==> src/rtl/ctf_pkg.sv <==
`timescale 1ns / 1ps
// ----------------------------------------------------------------------------
// ctf_pkg
// Shared types, constants and helper functions of the complementary tilt
// filter.
// ----------------------------------------------------------------------------
package ctf_pkg;

    localparam int CORDIC_STEPS_DEF = 16;
    localparam int ANGLE_BITS_DEF   = 16;
    localparam int TABLE_LEN        = 24;
    localparam int SQRT_STEPS       = 26;
    localparam int STEP_W           = 5;
    localparam int CFG_AW           = 2;
    localparam int CFG_DW           = 16;

    localparam logic [CFG_AW-1:0] REG_BLEND_WEIGHT  = 2'd0;
    localparam logic [CFG_AW-1:0] REG_RATE_OFFSET_Y = 2'd1;
    localparam logic [CFG_AW-1:0] REG_RATE_OFFSET_Z = 2'd2;

    localparam logic [15:0] BLEND_WEIGHT_RST = 16'd64225;

    localparam logic [31:0] ATAN_Q30 [TABLE_LEN] = '{
        32'h3243F6A8, 32'h1DAC6705, 32'h0FADBAFC, 32'h07F56EA6, 32'h03FEAB76,
        32'h01FFD55B, 32'h00FFFAAA, 32'h007FFF55, 32'h003FFFEA, 32'h001FFFFD,
        32'h000FFFFF, 32'h0007FFFF, 32'h0003FFFF, 32'h0001FFFF, 32'h0000FFFF,
        32'h00007FFF, 32'h00003FFF, 32'h00001FFF, 32'h00000FFF, 32'h000007FF,
        32'h000003FF, 32'h000001FF, 32'h000000FF, 32'h0000007F};

    typedef struct packed {
        logic              load;
        logic              mul;
        logic              prep;
        logic              iter;
        logic              cinit;
        logic              cord;
        logic              rnd;
        logic              blend;
        logic              fin;
        logic              emit;
        logic              axis;
        logic [STEP_W-1:0] step;
    } ctf_cmd_t;

    typedef struct packed {
        logic out_full;
    } ctf_status_t;

    function automatic logic [63:0] atan_entry(input logic [STEP_W-1:0] i, input int ab);
        logic [63:0] t;
        t = 64'd0;
        if (i < STEP_W'(TABLE_LEN)) begin
            t = {32'd0, ATAN_Q30[i]};
        end
        if (ab <= 30) begin
            return t >> (30 - ab);
        end
        return t << (ab - 30);
    endfunction

    function automatic logic signed [15:0] sat16(input logic signed [63:0] v);
        if (v > 64'sd32767) begin
            return 16'sh7FFF;
        end
        if (v < -64'sd32768) begin
            return 16'sh8000;
        end
        return v[15:0];
    endfunction

endpackage

==> src/rtl/ctf_ctrl.sv <==
`timescale 1ns / 1ps
// ----------------------------------------------------------------------------
// ctf_ctrl
// Sequencer of the tilt filter: walks the pitch axis, then the roll axis,
// through products, square root and division, CORDIC, rounding and blending.
// ----------------------------------------------------------------------------
module ctf_ctrl
    import ctf_pkg::*;
#(
    parameter int CORDIC_STEPS = CORDIC_STEPS_DEF
) (
    input  logic        aclk,
    input  logic        aresetn,
    input  logic        in_valid,
    output logic        in_ready,
    input  ctf_status_t status,
    output ctf_cmd_t    cmd
);

    localparam int NSTEP = (CORDIC_STEPS < TABLE_LEN) ? CORDIC_STEPS : TABLE_LEN;

    typedef enum logic [9:0] {
        ST_IDLE  = 10'b0000000001,
        ST_MUL   = 10'b0000000010,
        ST_PREP  = 10'b0000000100,
        ST_ITER  = 10'b0000001000,
        ST_CINIT = 10'b0000010000,
        ST_CORD  = 10'b0000100000,
        ST_RND   = 10'b0001000000,
        ST_BLEND = 10'b0010000000,
        ST_FIN   = 10'b0100000000,
        ST_DONE  = 10'b1000000000
    } state_t;

    state_t            state_reg, state_next;
    logic [STEP_W-1:0] cnt_reg, cnt_next;
    logic              axis_reg, axis_next;

    always_ff @(posedge aclk) begin
        if (!aresetn) begin
            state_reg <= ST_IDLE;
            cnt_reg   <= '0;
            axis_reg  <= 1'b0;
        end else begin
            state_reg <= state_next;
            cnt_reg   <= cnt_next;
            axis_reg  <= axis_next;
        end
    end

    always_comb begin
        state_next = state_reg;
        cnt_next   = cnt_reg;
        axis_next  = axis_reg;
        in_ready   = 1'b0;
        cmd        = '0;
        cmd.axis   = axis_reg;
        cmd.step   = cnt_reg;
        case (state_reg)
            ST_IDLE: begin
                in_ready = 1'b1;
                if (in_valid) begin
                    cmd.load   = 1'b1;
                    axis_next  = 1'b0;
                    state_next = ST_MUL;
                end
            end
            ST_MUL: begin
                cmd.mul    = 1'b1;
                state_next = ST_PREP;
            end
            ST_PREP: begin
                cmd.prep   = 1'b1;
                cnt_next   = '0;
                state_next = ST_ITER;
            end
            ST_ITER: begin
                cmd.iter = 1'b1;
                if (cnt_reg == STEP_W'(SQRT_STEPS - 1)) begin
                    cnt_next   = '0;
                    state_next = ST_CINIT;
                end else begin
                    cnt_next = cnt_reg + 1'b1;
                end
            end
            ST_CINIT: begin
                cmd.cinit  = 1'b1;
                cnt_next   = '0;
                state_next = ST_CORD;
            end
            ST_CORD: begin
                cmd.cord = 1'b1;
                if (cnt_reg == STEP_W'(NSTEP - 1)) begin
                    cnt_next   = '0;
                    state_next = ST_RND;
                end else begin
                    cnt_next = cnt_reg + 1'b1;
                end
            end
            ST_RND: begin
                cmd.rnd    = 1'b1;
                state_next = ST_BLEND;
            end
            ST_BLEND: begin
                cmd.blend  = 1'b1;
                state_next = ST_FIN;
            end
            ST_FIN: begin
                cmd.fin = 1'b1;
                if (axis_reg) begin
                    state_next = ST_DONE;
                end else begin
                    axis_next  = 1'b1;
                    state_next = ST_MUL;
                end
            end
            ST_DONE: begin
                if (!status.out_full) begin
                    cmd.emit   = 1'b1;
                    state_next = ST_IDLE;
                end
            end
            default: begin
                state_next = ST_IDLE;
            end
        endcase
    end

endmodule

==> config.mk <==
export PLATFORM = sky130hd
export DESIGN_NAME = ctf_ctrl
export DESIGN_NICKNAME = d
export VERILOG_FILES = /design/src/rtl/ctf_pkg.sv /design/src/rtl/ctf_ctrl.sv
export SDC_FILE = /design/constraint.sdc
export NUM_CORES = 1
export LEC_CHECK = 0
export ABC_AREA = 1
export ABC_CLOCK_PERIOD_IN_PS = 1850
export BUFFER_PORTS_ARGS = -buffer_cell sky130_fd_sc_hd__buf_2
export CORE_MARGIN = 2
export CORE_UTILIZATION = 56
export CTS_CLUSTER_DIAMETER = 50
export DETAILED_ROUTE_END_ITERATION = 10
export GPL_TIMING_DRIVEN = 0
export PLACE_DENSITY_LB_ADDON = 0.08
export REMOVE_ABC_BUFFERS = 1
export SLEW_MARGIN = 0
export SYNTH_ARGS = -nofsm -noshare
export SYNTH_HDL_FRONTEND = slang
export SYNTH_SLANG_ARGS = --single-unit
==> constraint.sdc <==
create_clock -name aclk -period 1.85 [get_ports aclk]
set_input_delay 0.0925 -clock aclk [delete_from_list [all_inputs] [get_ports aclk]]
set_output_delay 0.0925 -clock aclk [all_outputs]
set_load 0.01 [all_outputs]
## Word-level counts from Yosys, hierarchy flattened

Index checks and enable logic that the tools add are counted.
W data, S select, Z words.

- Bits of input ports: 4
- Output and inout port bits: 17
- Bits in registers: 16

- Mux-type cells: 24
- Add/subtract/negate cells: 1
- Reduce and logical (&&, ||, !) cells: 5
- Equal/unequal tests: 16

Operators by type and width:

| kind | number |
|---|---|
| $pmux W10 S10 | 1 |
| $mux W10 | 5 |
| $pmux W5 S3 | 1 |
| $mux W1 | 14 |
| $eq A10 B1 Y1 const B | 1 |
| $eq A10 B10 Y1 const B | 1 |
| $eq A10 B2 Y1 const B | 1 |
| $eq A10 B3 Y1 const B | 1 |
| $eq A10 B4 Y1 const B | 1 |
| $eq A10 B5 Y1 const B | 1 |
| $eq A10 B6 Y1 const B | 1 |
| $eq A10 B7 Y1 const B | 1 |
| $eq A10 B8 Y1 const B | 1 |
| $eq A10 B9 Y1 const B | 1 |
| $mux W5 | 2 |
| $ne A2 B2 Y1 const B | 4 |
| $add A5 B1 Y5 const B | 1 |
| $eq A5 B4 Y1 const B | 1 |
| $eq A5 B5 Y1 const B | 1 |
| $reduce_and A4 Y1 | 1 |
| $reduce_bool A3 Y1 | 1 |
| $pmux W1 S2 | 1 |
| $reduce_and A2 Y1 | 1 |
| $reduce_bool A2 Y1 | 1 |
| $reduce_or A2 Y1 | 1 |

## Longest topological paths before layout

Gate-level depths: netlist of the first run.

- Word-level depth: 3
- Mapped depth: 11

## Least setup slack after synthesis of the first run

OpenSTA, ideal clock, no wires.

- Path kind: reg-to-reg
- From: reg cnt_reg[0]
- To: reg state_reg[3]
- Period minus slack after synthesis: 1546 ps
- Data arrival time: 1433 ps
- Library setup time: 113 ps
- Cell stages (with the launch flop): 12
- Required time: 1737 ps
- Slack: 304 ps
- Path buffers: 0
- Cell sequence: dfxtp_1 ha_1 nand3_1 inv_1 ha_1 inv_1 nand2_4 nand2_4 nor2_8 nand2_2 nand2_1 nor2_1

- Cells in the longest elaborated chain, start to end: 3

Ends and longest elaborated chain:

| item | line | source |
|---|---|---|
| start, declared | ctf_ctrl.sv:36 | `logic [STEP_W-1:0] cnt_reg, cnt_next;` |
| start signal, assigned | ctf_ctrl.sv:46 | `cnt_reg <= cnt_next;` |
| $eq A5 B4 Y1 / $eq A5 B5 Y1 (equally long branches) | ctf_ctrl.sv:93, ctf_ctrl.sv:79 |  |
| $ne A2 B2 Y1 (no source line) | -- |  |
| $reduce_and A4 Y1 (no source line) (*) | -- |  |
| end signal, assigned | ctf_ctrl.sv:45 | `state_reg <= state_next;` |
| end, declared | ctf_ctrl.sv:35 | `state_t state_reg, state_next;` |

Every way passes the cells marked *; elsewhere a longest branch is shown, timed or not.
A chain may end at the register's enable or synchronous reset.

==> summary.md, run 1 <==
| Metric | Value |
|---|---|
| Detailed-route DRC error count | `0` |
| Count of TritonRoute iterations in the first routing pass | `4` |
| Source of the worst register-to-register timing path | `cnt_reg[0]` |
| Start point of the worst min-delay path | `aresetn` |
| WS Path Type | `register to output port` |
| Die height | `between 50 and 60 um` |
| Antenna violations before repair | `0` |
| Top achievable clock speed | `roughly 590 MHz` |
| Class of the worst hold path | `primary input to register` |
| Number of port buffers | `20` |
| Overall Global Routing Usage | `24.32%` |
| Number of enable-type register cells in the synthesized netlist | `0` |
| CP Capture Type | `output port` |
| Post-route fraction of the period consumed by the critical path | `92.35%` |
| Most instantiated library cell after synthesis | `sky130_fd_sc_hd__inv_1` |
| Required time of the critical path | `approximately 1.8 ns` |
| Largest voltage drop on the vdd net | `0.7043 mV` |
| Post-Place Worst Slack | `approximately 0.18 ns` |
| Commonest cells in the netlist | `sky130_fd_sc_hd__inv_1, sky130_fd_sc_hd__nand2_1, sky130_fd_sc_hd__nor2_1, sky130_fd_sc_hd__nand3_1, sky130_fd_sc_hd__dfxtp_1` |
| Number of placed cells counting well taps | `245` |
| I/O pins | `21` |
| First-pass GRT wire length | `4981 um` |
| Number of hold buffers added after CTS | `0` |
| Via count of the first global-routing pass | `1,184` |
| Critical path launch point type | `register` |
| Remaining max-slew budget at the tightest pin | `77.38%` |
| Power per cell area | `1054 nW/um^2` |
| Post-synth ARST share | `0%` |
| Number of CTS-inserted buffers | `3` |
| Clock latency on the worst-skew pair | `0.29 ns` |
| Area of the mapped netlist | `about 1300 sq um` |
| Proportion of netlist area held by the largest area contributor | `23.84%` |
| Number of endpoints with negative hold slack in the final report | `0` |
| Total setup buffers inserted after CTS | `0` |
| Final core occ | `roughly two thirds` |
| Post-synth top area cell | `sky130_fd_sc_hd__dfxtp_1` |
| Die area | `2807 sq um` |
| Proportion of layout cells with a drive suffix above 1 | `27.15%` |
| Area growth from synthesis to final layout | `10.24%` |
| RSZ-0062 raised after global routing | `no` |
| Initial Util | `60.17%` |
| Number of storage elements in the synthesis netlist | `16` |
| Start point of the critical path | `state_reg[1]` |
| Post-route setup slack | `0.1416 ns` |
| Register clock-pin slew on the reported worst setup and hold paths | `0.10 ns` |
| Average wire length per cell after detail routing | `11.24 um` |
| Result of the run | `finished, final reports clean` |
| Top post-synthesis cells by area | `sky130_fd_sc_hd__dfxtp_1, sky130_fd_sc_hd__inv_1, sky130_fd_sc_hd__nand2_1, sky130_fd_sc_hd__nand3_1, sky130_fd_sc_hd__nor2_1` |
| Total global routing overflow | `0` |
| Final Skew | `between 0.001 and 0.0015 ns` |
| Setup Total Neg Slack | `0 ns` |
| Pin count of the biggest net entering global routing | `13` |
| Count of synthesis-stage warnings from yosys | `0` |
| Number of gates resized after CTS | `0` |
| Total number of vias | `1,289` |
| Total core area | `2233 sq um` |
| Routability Congestion | `0.8792` |
| Die W | `52.99 um` |
| Mean instance size in the synthesized netlist | `roughly 6.7 sq um` |
| Design Power | `around 1600 uW` |
| Antenna Nets Post-Route | `0` |
| Final antenna diode count | `0` |
| Total Wirelength | `2800 um` |
| CTS sink count | `16` |
| CTS tree | `yes` |
| Drt via density | `5.177` |
| Critical path fanouts, max | `7` |
| Fillers | `205` |
| Synth Instances | `around 200` |
| Number of distinct standard cells referenced by the synthesized netlist | `26` |
| Row cnt | `17` |
| Most used DFF post-synth | `sky130_fd_sc_hd__dfxtp_1` |
| Number of endpoints failing setup at the final stage | `0` |
| DP Wirelength | `around 2200 um` |
| Clk root buf | `sky130_fd_sc_hd__clkbuf_4` |
| Number of DRC markers in iteration 0 | `32` |
| Flip-flop count of the largest register, all copies and words added | `10` |
| Cell Count, Final, Fillers Out | `249` |
| Number of nets in the finished design | `230` |
| Max-slew violation total from the final report | `0` |
| Total number of H-tree levels | `1` |
| Clock buffer depth | `2` |
| Leakage dissipation | `0.0008234 uW` |
| Actual transition at the worst max-transition pin | `0.3367 ns` |
| Count of max-cap constraint violations | `0` |
| Min Clock Period, post-route | `1.708 ns` |
| Arrival time reported for the critical path endpoint | `1.62 ns` |
| Portion of the post-synthesis area used by sequential elements | `23.84%` |
==> layer usage <==
layer | part of all wire [%] | wire (um) | track usage, % | vias to the layer above
met2 | 49 | 1359 | 42.50 | 16
met4 | 1.3 | 35 | 8.974 | 0
met5 | 0 | 0 | 0 | -
met1 | 48 | 1335 | 30.03 | 584
li1 | - | - | - | 685
met3 | 2.5 | 70 | 3.390 | 4
==> stage by stage <==
| stage | instance area, sq um | hold slack (ns) |
|---|---|---|
| 6_report | 1481 | 0.1314 |
| 3_3_place_gp | 1445 | 0.4311 |
| 3_5_place_dp | 1445 | 0.4384 |
| 2_1_floorplan | 1310 | 0.2129 |
| 5_1_grt | 1481 | 0.1176 |
| 4_1_cts | 1481 | 0.1192 |
==> critical path, stage by stage, from the launching register on <==
cell                      delay, ns
sky130_fd_sc_hd__dfxtp_1       0.40
sky130_fd_sc_hd__nor2_4        0.17
sky130_fd_sc_hd__nand2_4       0.11
sky130_fd_sc_hd__inv_6         0.10
sky130_fd_sc_hd__nand3_1       0.06
sky130_fd_sc_hd__nor3_1        0.28
sky130_fd_sc_hd__buf_2         0.20
==> report_power, final <==
group | total, uW | switching [uW] | internal (uW) | leakage, uW
clock | 241 | 121 | 120 | 0.0000210
sequential | 477 | 81.4 | 396 | 0.000130
combinational | 844 | 544 | 299 | 0.000673
==> cell usage in the layout (no fill, tap or decap), drive strengths merged, types with 9 or more instances in the layout <==
| cell | instances |
|---|---|
| buf | 20 |
| dfxtp | 16 |
| inv | 43 |
| nand2 | 40 |
| nand3 | 25 |
| nand4 | 15 |
| nor2 | 35 |
| nor3 | 9 |
==> cell families (layout without fill, tap and decap cells) <==
kind of cell | count (synthesis) | after routing | synth area share [%]
AO/OA/AOI/OAI | 8 | 8 | 2.979
AND/OR/NAND/NOR | 125 | 125 | 53.72
flip-flops | 16 | 16 | 23.84
XOR/XNOR | 1 | 1 | 0.6519
adder cells (fa/ha/maj) | 4 | 4 | 3.725
buffers and inverters | 47 | 67 | 15.08
==> area by class of cell <==
| cell class | instances | area, sq um | share of cell area (%) |
|---|---|---|---|
| Clock buffer | 4 | 36.28 | 2.449 |
| Tap cell | 28 | 35.03 | 2.365 |
| Inverter | 43 | 168.9 | 11.40 |
| Multi-Input combinational cell | 138 | 820.8 | 55.41 |
| Sequential cell | 16 | 320.3 | 21.62 |
| Timing Repair Buffer | 20 | 100.1 | 6.757 |
==> worst paths after layout <==
kind / to / cells past startpoint / slack, ns
setup / recovery: cmd[8] / 6 / 0.14
hold / removal: state_reg[3] / 3 / 0.13
setup reg to reg: state_reg[3] / 11 / 0.18
hold reg to reg: state_reg[9] / 2 / 0.49
(Power assumes the default switching activity.)
==> inputs of run 2 (changes only) <==
--- a/config.mk
+++ b/config.mk
@@ -12,7 +12,7 @@
 export CORE_UTILIZATION = 56
 export CTS_CLUSTER_DIAMETER = 50
 export DETAILED_ROUTE_END_ITERATION = 10
-export GPL_TIMING_DRIVEN = 0
+export GPL_TIMING_DRIVEN = 1
 export PLACE_DENSITY_LB_ADDON = 0.08
 export REMOVE_ABC_BUFFERS = 1
 export SLEW_MARGIN = 0
==> run 2 against run 1 <==
Net effect:
- non-clock buffer count stayed put
- global-route usage rose by 0.93 points
- clock power grew 3%
- largest power group unchanged
- hold slack lost 0.025 ns
- sequential share of layout area is the same
==> summary.md, run 2 (synthesized netlist as in run 1, its figures left out) <==
| Metric | Value |
|---|---|
| Result of the run | `finished, final reports clean` |
| Final Skew | `0.009224 ns (+0.007993 ns)` |
| Number of endpoints with negative hold slack in the final report | `0 (unchanged)` |
| Start point of the critical path | `state_reg[1]` |
| Met1 wire length | `1369 um (+2.5%)` |
| Initial Util | `60.17% (unchanged)` |
| Final antenna diode count | `0 (unchanged)` |
| Total Wirelength | `2983 um (+6.5%)` |
| Die height | `52.99 um (unchanged)` |
| Detailed-route DRC error count | `0 (unchanged)` |
| Flip-flop count of the largest register, all copies and words added | `10 (unchanged)` |
| Worst R2R Setup Slack | `0.21 ns (+0.03 ns)` |
| Average wire length per cell after detail routing | `11.98 um (+6.5%)` |
| Register clock-pin slew on the reported worst setup and hold paths | `0.11 ns (about the same)` |
| Register area | `320.3 sq um (unchanged)` |
| Arrival time reported for the critical path endpoint | `1.62 ns (about the same)` |
| Total area of multi-input combinational cells | `820.8 sq um (unchanged)` |
| Total buffers and inverters traversed by the critical path | `2 (unchanged)` |
| Detailed route wirelength on metal2 | `1440 um (+6.0%)` |
| Total core area | `2233 sq um (unchanged)` |
| CP Capture Type | `output port` |
| Number of CTS-inserted buffers | `3 (unchanged)` |
| Routability Congestion | `0.8403 (-4.4%)` |
| Cells along the critical path | `nor2_4 > nand2_4 > inv_6 > nand3_1 > nor3_1 > buf_2` |
| DP Wirelength | `2403 um (+7.4%)` |
| Worst flop-to-flop path endpoint | `state_reg[8]` |
| Total number of vias | `1,310 (+1.6%)` |
| Overall Global Routing Usage | `25.25% (+0.93 points)` |
| Top delay family on crit path | `simple AND/OR/NAND/NOR gates` |
| Total number of H-tree levels | `1 (unchanged)` |
| Top achievable clock speed | `585.6 MHz (about the same)` |
| Number of hold buffers added after CTS | `0 (unchanged)` |
| RSZ-0062 raised after global routing | `no` |
| Antenna Nets Post-Route | `0 (unchanged)` |
| Pin count of the biggest net entering global routing | `13 (unchanged)` |
| Actual transition at the worst max-transition pin | `0.2822 ns (-0.05446 ns)` |
| Count of TritonRoute iterations in the first routing pass | `4 (unchanged)` |
| Start point of the worst min-delay path | `aresetn` |
| Via count of the first global-routing pass | `1,167 (-1.4%)` |
| Number of port buffers | `20 (unchanged)` |
| Total global routing overflow | `0 (unchanged)` |
| Number of gates on the worst path with buffers counted | `6 (unchanged)` |
| Largest voltage drop on the vdd net | `0.8381 mV (+19%)` |
| Critical path launch point type | `register` |
| Count of max-cap constraint violations | `0 (unchanged)` |
| Total length of routed met3 wires | `143 um (+100%)` |
| Clk root buf | `sky130_fd_sc_hd__clkbuf_4` |
| Source of the worst register-to-register timing path | `cnt_reg[0]` |
| Commonest cells after routing, fill and taps aside | `sky130_fd_sc_hd__inv_1, sky130_fd_sc_hd__nand2_1, sky130_fd_sc_hd__nor2_1` |
| Min Clock Period, post-route | `1.708 ns (-0.0007200 ns)` |
| CTS tree | `yes` |
| Clock latency on the worst-skew pair | `0.30 ns (about the same)` |
| Number of gates resized after CTS | `0 (unchanged)` |
| Number of DRC markers in iteration 0 | `47 (+47%)` |
| Post-route setup slack | `0.1423 ns (+0.0007200 ns)` |
| Longest individual stage delay on the worst path | `0.40 ns (about the same)` |
| Post-Place Worst Slack | `0.2310 ns (+0.04701 ns)` |
| Row cnt | `17 (unchanged)` |
| Clock buffer depth | `2 (unchanged)` |
| Master of the slowest instance on the critical path | `sky130_fd_sc_hd__dfxtp_1` |
| WS Path Type | `register to output port` |
| Proportion of layout cells with a drive suffix above 1 | `27.15% (unchanged)` |
| Register-to-Register Path Depth | `10 (-1)` |
| Remaining max-slew budget at the tightest pin | `81.04% (+3.7 points)` |
| Required time of the critical path | `1.76 ns (about the same)` |
| CTS sink count | `16 (unchanged)` |
| Drt via density | `5.261 (+1.6%)` |
| Die area | `2807 sq um (unchanged)` |
| Class of the worst hold path | `primary input to register` |
| Area growth from synthesis to final layout | `10.24% (unchanged)` |
| Highest Signal Layer | `met4` |
| Setup Total Neg Slack | `0 ns (unchanged)` |
| Power per cell area | `1065 nW/um^2 (+0.99%)` |
| Leakage dissipation | `0.0008234 uW (unchanged)` |
| First-pass GRT wire length | `5168 um (+3.8%)` |
| I/O pins | `21 (unchanged)` |
| Antenna violations before repair | `0 (unchanged)` |
| Post-route fraction of the period consumed by the critical path | `92.31% (about the same)` |
| Fillers | `217 (+5.9%)` |
| Max-slew violation total from the final report | `0 (unchanged)` |
| Total setup buffers inserted after CTS | `0 (unchanged)` |
| Number of endpoints failing setup at the final stage | `0 (unchanged)` |
| Leading cell type in the layout, fill and taps excluded | `sky130_fd_sc_hd__inv_1` |
| Die W | `52.99 um (unchanged)` |
| Worst setup path endpoint | `cmd[8]` |
| Number of nets in the finished design | `230 (unchanged)` |
| Critical path fanouts, max | `7 (unchanged)` |
## run 2: cell type report
type                            count  share of cell area (%)
Multi-Input combinational cell    138                   55.41
Sequential cell                    16                   21.62
Inverter                           43                   11.40
Timing Repair Buffer               20                   6.757
Clock buffer                        4                   2.449
Tap cell                           28                   2.365
## run 2: tightest hold or removal path: stages
cell	delay, ns
sky130_fd_sc_hd__buf_2	0.17
sky130_fd_sc_hd__nand2_1	0.08
sky130_fd_sc_hd__nor2_1	0.03
## run 2: worst min path at each step
stage,to,slack (ns),cells after the start
finish,state_reg[3],0.11,3
global route,state_reg[3],0.14,3
CTS,state_reg[3],0.11,3
detailed placement,state_reg[3],0.42,3
global placement,state_reg[3],0.42,3
floorplan,state_reg[3],0.21,2
## run 2: report_power, final
group / internal (uW) / switching (uW) / total [uW]
clock: 120 / 129 / 249
combinational: 299 / 550 / 849
sequential: 396 / 83.3 / 479
total: 815 / 762 / 1580
## run 2: metal layers
metal / track usage, % / vias to the layer above
li1: - / 684
met1: 34.03 / 587
met2: 42.29 / 34
met3: 3.390 / 5
met4: 6.410 / 0
met5: 0 / -
## run 2: stage by stage
step                hold WS (ns)  utilization [%]  instances  power, uW  area (sq um)
floorplan                 0.2129                -        197       1149          1310
global placement          0.4183            64.71        245       1313          1445
detailed placement        0.4210            64.71        245       1336          1445
CTS                       0.1091            66.33        249       1580          1481
global route              0.1369            66.33        249       1701          1481
finish                    0.1060            66.33        249       1577          1481
